--- config.mk ---
export PLATFORM = sky130hd
export DESIGN_NAME = rabs_div
export DESIGN_NICKNAME = d
export VERILOG_FILES = /design/src/rtl/core/rabs_pkg.sv /design/src/rtl/core/rabs_div.sv
export SDC_FILE = /design/constraint.sdc
export NUM_CORES = 2
export LEC_CHECK = 0
export BUFFER_PORTS_ARGS = -buffer_cell sky130_fd_sc_hd__buf_4
export CORE_UTILIZATION = 45
export CTS_CLUSTER_DIAMETER = 200
export DETAILED_ROUTE_END_ITERATION = 7
export GPL_TIMING_DRIVEN = 0
export PLACE_DENSITY = 0.58
export SLEW_MARGIN = 0
export SYNTH_ARGS = -nofsm -noshare
export SYNTH_HDL_FRONTEND = slang
export SYNTH_SLANG_ARGS = --single-unit
export TNS_END_PERCENT = 100
--- constraint.sdc ---
create_clock -name clk -period 21.8 [get_ports clk]
set_input_delay 4.36 -clock clk [delete_from_list [all_inputs] [get_ports clk]]
set_output_delay 4.36 -clock clk [all_outputs]
set_load 0.01 [all_outputs]
--- src/rtl/core/rabs_pkg.sv ---
// ----------------------------------------------------------------------------
// rabs_pkg
// Shared widths and constants for the 2d ray versus box slab test.
// ----------------------------------------------------------------------------
package rabs_pkg;

    localparam int COORD_WIDTH_DEF = 32;
    localparam int DIR_WIDTH       = 16;
    localparam int DIR_SHIFT       = 14;
    localparam int DIR_ONE         = 16384;
    localparam int TOL_WIDTH       = 16;
    localparam int DIV_BITS        = 4;

    localparam logic [TOL_WIDTH-1:0] TOL_RESET = 16'd1;

    localparam logic signed [DIR_WIDTH-1:0] NORM_POS  = 16'sd16384;
    localparam logic signed [DIR_WIDTH-1:0] NORM_NEG  = -16'sd16384;
    localparam logic signed [DIR_WIDTH-1:0] NORM_ZERO = 16'sd0;

endpackage

--- src/rtl/core/rabs_div.sv ---
// ----------------------------------------------------------------------------
// rabs_div
// Pipelined unsigned restoring divider, DIV_BITS quotient bits per stage.
// ----------------------------------------------------------------------------
module rabs_div #(
    parameter int NUM_WIDTH = 47
) (
    input  logic                            clk,
    input  logic                            rst_n,
    input  logic                            in_valid,
    input  logic [NUM_WIDTH-1:0]            num,
    input  logic [rabs_pkg::DIR_WIDTH-1:0]  den,
    output logic                            out_valid,
    output logic [NUM_WIDTH-1:0]            quo
);
    import rabs_pkg::*;

    localparam int STAGES = (NUM_WIDTH + DIV_BITS - 1) / DIV_BITS;
    localparam int WW     = STAGES * DIV_BITS;

    logic [WW-1:0]        work_in   [STAGES];
    logic [DIR_WIDTH-1:0] rem_in    [STAGES];
    logic [DIR_WIDTH-1:0] den_in    [STAGES];
    logic                 valid_in  [STAGES];
    logic [WW-1:0]        work_next [STAGES];
    logic [DIR_WIDTH-1:0] rem_next  [STAGES];
    logic [WW-1:0]        work_reg  [STAGES];
    logic [DIR_WIDTH-1:0] rem_reg   [STAGES];
    logic [DIR_WIDTH-1:0] den_reg   [STAGES];
    logic                 valid_reg [STAGES];

    genvar s;
    generate
        for (s = 0; s < STAGES; s++)
        begin : g_stage
            if (s == 0)
            begin : g_first
                assign work_in[s]  = WW'(num);
                assign rem_in[s]   = '0;
                assign den_in[s]   = den;
                assign valid_in[s] = in_valid;
            end
            else
            begin : g_rest
                assign work_in[s]  = work_reg[s-1];
                assign rem_in[s]   = rem_reg[s-1];
                assign den_in[s]   = den_reg[s-1];
                assign valid_in[s] = valid_reg[s-1];
            end

            always_comb
            begin
                logic [WW-1:0]        w;
                logic [DIR_WIDTH:0]   t;
                logic [DIR_WIDTH-1:0] r;
                w = work_in[s];
                r = rem_in[s];
                for (int k = 0; k < DIV_BITS; k++)
                begin
                    t = {r, w[WW-1]};
                    w = {w[WW-2:0], 1'b0};
                    if (t >= {1'b0, den_in[s]})
                    begin
                        t    = t - {1'b0, den_in[s]};
                        w[0] = 1'b1;
                    end
                    r = t[DIR_WIDTH-1:0];
                end
                work_next[s] = w;
                rem_next[s]  = r;
            end

            always_ff @(posedge clk or negedge rst_n)
            begin
                if (!rst_n)
                    valid_reg[s] <= 1'b0;
                else
                    valid_reg[s] <= valid_in[s];
            end

            always_ff @(posedge clk)
            begin
                work_reg[s] <= work_next[s];
                rem_reg[s]  <= rem_next[s];
                den_reg[s]  <= den_in[s];
            end
        end
    endgenerate

    assign out_valid = valid_reg[STAGES-1];
    assign quo       = work_reg[STAGES-1][NUM_WIDTH-1:0];

endmodule
==> impl_metrics.py <==
metrics = {
    "outcome": {
        "status": "complete, but fails checks",
        "violations": "design-rule violations",
    },
    "sta": {
        "fmax_ghz": 0.0646,
        "slew_viol_final": 0,
        "setup_violations": 0,
        "finClkSkew_ns": 0.0280,
        "worst_slew_pin_slew_ns": 0.988,
        "rsz0062_at_grt": "no",
        "slew_headroom_pct": 33.3,
        "layout_min_cycle_time_ns": 15.47,
        "period_share_pct": 71.0,
        "tns_ns": 0,
        "hold_violations": 0,
    },
    "final_layout": {
        "instances_no_fill": 8875,
        "post-route-util_pct": 50.3,
        "area_growth_pct": 10.6,
        "largest_register_ffs": 564,
        "final_net_count": 7893,
        "drive_gt1_share_pct": 10.5,
    },
    "route": {
        "viasPerCell": 5.56,
        "finalWirelength_um": 157000,
        "antenna_left": 0,
        "wl_per_cell_um": 17.7,
        "drtIter0Drc": 3056,
        "vias": 49300,
        "drt_pre_antenna_iters": 8,
        "route.detailed.drc": 14,
    },
    "floorplan": {
        "dieArea_um2": 136000,
        "std_cell_rows": 134,
        "die_h_um": 369,
        "die_x_um": 369,
        "ios": 114,
        "core_um2": 134000,
        "initial_utilization_pct": 45.5,
    },
    "clock_tree": {
        "insertion_delay_ns": 0.72,
        "root_buffer": "clkbuf_16",
        "cts_resized": 0,
        "htreeDepth": 3,
        "numCtsBuffers": 98,
        "cts_setup_buffers": 0,
        "clock_sinks": 928,
        "clk_pin_slew_ns": 0.06,
        "ctsHoldBuffers": 0,
        "cts_tree": "built",
        "cts_buffer_depth": 3,
    },
    "logic_synthesis": {
        "synth-compound-area-share_pct": 18.9,
        "yosysSeqAreaShare_pct": 30.7,
        "synth_seq_cells": 928,
        "synth.distinct_cells": 90,
        "synth_adder_area_share_pct": 17.0,
        "synth_cells": 6809,
        "synth_top_family_by_area": "compound AO/OA/AOI/OAI gates",
        "synthMuxAreaShare_pct": 8.27,
        "synth-simple-area-share_pct": 13.7,
        "async_flop_share_pct": 1.29,
        "ys_warn_count": 0,
        "synth-edff-count": 0,
        "ys.flop_type": "dfxtp_1",
        "avgSynthCellArea_um2": 8.92,
        "synth_xor_area_share_pct": 7.50,
        "syn_area_um2": 60700,
    },
    "critical_path": {
        "critPathBufInv": 8,
        "crit_top_cell": "o21ai_0",
        "cp.required_ns": 22.39,
        "worst-setup-path-type": "input port to flop",
        "cp.arrival_ns": 16.06,
        "critPathMaxStageDelay_ns": 0.64,
        "cp_max_fo": 12,
        "start_kind": "input port",
        "slowest_stage": "o21ai_0",
        "cp-end-kind": "flop",
        "crit_family": "compound AO/OA/AOI/OAI gates",
    },
    "global_routing": {
        "grt_use_total_pct": 22.6,
        "grt_pass1_vias": 46800,
        "grt_max_degree": 16,
        "grt-ovfl-total": 0,
        "grt_pass1_wl_um": 250000,
        "grt_antenna_before_repair": 1,
    },
    "placement": {
        "portBuffers": 113,
        "place_hpwl_um": 127000,
        "routabilityCongestion": 0.915,
        "placed_cells": 8696,
    },
    "worst_hold_path": {
        "hold_path_class": "flop to flop",
    },
    "flow_run": {
        "drv_cap": 0,
    },
}
## cell families (layout without fill, tap and decap cells)
| kind of cell | after synthesis | after routing |
|---|---|---|
| flip-flops | 928 | 928 |
| adder cells (fa/ha/maj) | 799 | 799 |
| AND/OR/NAND/NOR | 1710 | 1710 |
| multiplexers | 455 | 455 |
| XOR/XNOR | 520 | 520 |
| other | 1 | 8 |
| AO/OA/AOI/OAI | 1775 | 1775 |
| buffers and inverters | 621 | 912 |
## cells in the mapped netlist (38+ instances only)
| library cell | count | area (um2) |
|---|---|---|
| nor2_1 | 480 | 1800 |
| a21oi_1 | 511 | 2560 |
| ha_1 | 753 | 9420 |
| nand2_1 | 393 | 1480 |
| nor2b_1 | 118 | 738 |
| and3_1 | 52 | 325 |
| o21ai_0 | 386 | 1930 |
| or2_2 | 38 | 238 |
| a21o_1 | 206 | 1550 |
| nand4_1 | 116 | 726 |
| o21a_1 | 103 | 773 |
| xnor2_1 | 346 | 3030 |
| o21bai_1 | 73 | 548 |
| nor3_1 | 135 | 676 |
| nor4_1 | 44 | 275 |
| a211oi_1 | 49 | 368 |
| a21boi_0 | 45 | 338 |
| fa_1 | 46 | 921 |
| dfxtp_1 | 916 | 18300 |
| clkbuf_1 | 72 | 270 |
| mux2_2 | 375 | 4220 |
| nand3_1 | 116 | 581 |
| mux2i_1 | 80 | 801 |
| a31oi_1 | 56 | 350 |
| inv_1 | 509 | 1910 |
| or3_1 | 53 | 332 |
| nand2b_1 | 70 | 438 |
| and2_1 | 42 | 263 |
| xor2_1 | 174 | 1520 |
## layer usage
| metal | track usage, % | wire, um | vias up |
|---|---|---|---|
| met3 | 2.72 | 7260 | 233 |
| met2 | 37.0 | 71500 | 1055 |
| li1 | - | - | 25000 |
| met5 | 0 | 0 | - |
| met4 | 5.85 | 3770 | 0 |
| met1 | 31.2 | 74900 | 23000 |
## path summary, 6_finish.rpt
kind	from	end	cells past startpoint	slack [ns]
setup / recovery	den[1]	rem_reg[0][11]$_DFF_P_	43	6.33
hold / removal	work_reg[0][168]$_DFF_P_	work_reg[1][28]$_DFF_P_	0	0.30
setup reg to reg	den_reg[1][1]$_DFF_P_	rem_reg[2][10]$_DFF_P_	49	7.23
min in group asynchronous	rst_n	valid_in[4]$_DFF_PN0_	1	3.47
hold reg to reg	work_reg[0][168]$_DFF_P_	work_reg[1][28]$_DFF_P_	0	0.30
max in group asynchronous	rst_n	out_valid$_DFF_PN0_	1	18.17
## stage by stage
stage          instance area, um2  hold slack [ns]  setup slack (ns)
3_5_place_dp                63800            0.312              5.75
2_1_floorplan               60800            0.310              8.77
4_1_cts                     67200            0.298              6.43
3_3_place_gp                63800            0.310              5.81
6_report                    67200            0.302              6.33
5_1_grt                     67200            0.300              5.49
## final cells by class
cell class              count  area [um2]
diodes                      1        2.50
plain buffers             100         414
clock buffers             128        2760
clock inverters            50         584
fillers                 12600       66500
inverters                 521        1960
multi-input cells        5266       39800
flip-flops and latches    928       18600
well taps                1768        2210
repair buffers            113         848
## cells in the final DEF (no fill, tap or decap), drive strengths merged, types with 103 or more instances in the layout
cell	n
clkbuf	200
nand4	116
ha	753
inv	530
o21a	103
dfxtp	916
a21o	206
nor3	136
buf	141
nor2b	118
nor2	480
nand3	116
xnor2	346
xor2	174
o21ai	389
mux2	375
nand2	393
a21oi	511
Power is not shown: default switching activity piles up to over one toggle a cycle in this logic, so the estimate is an artifact.
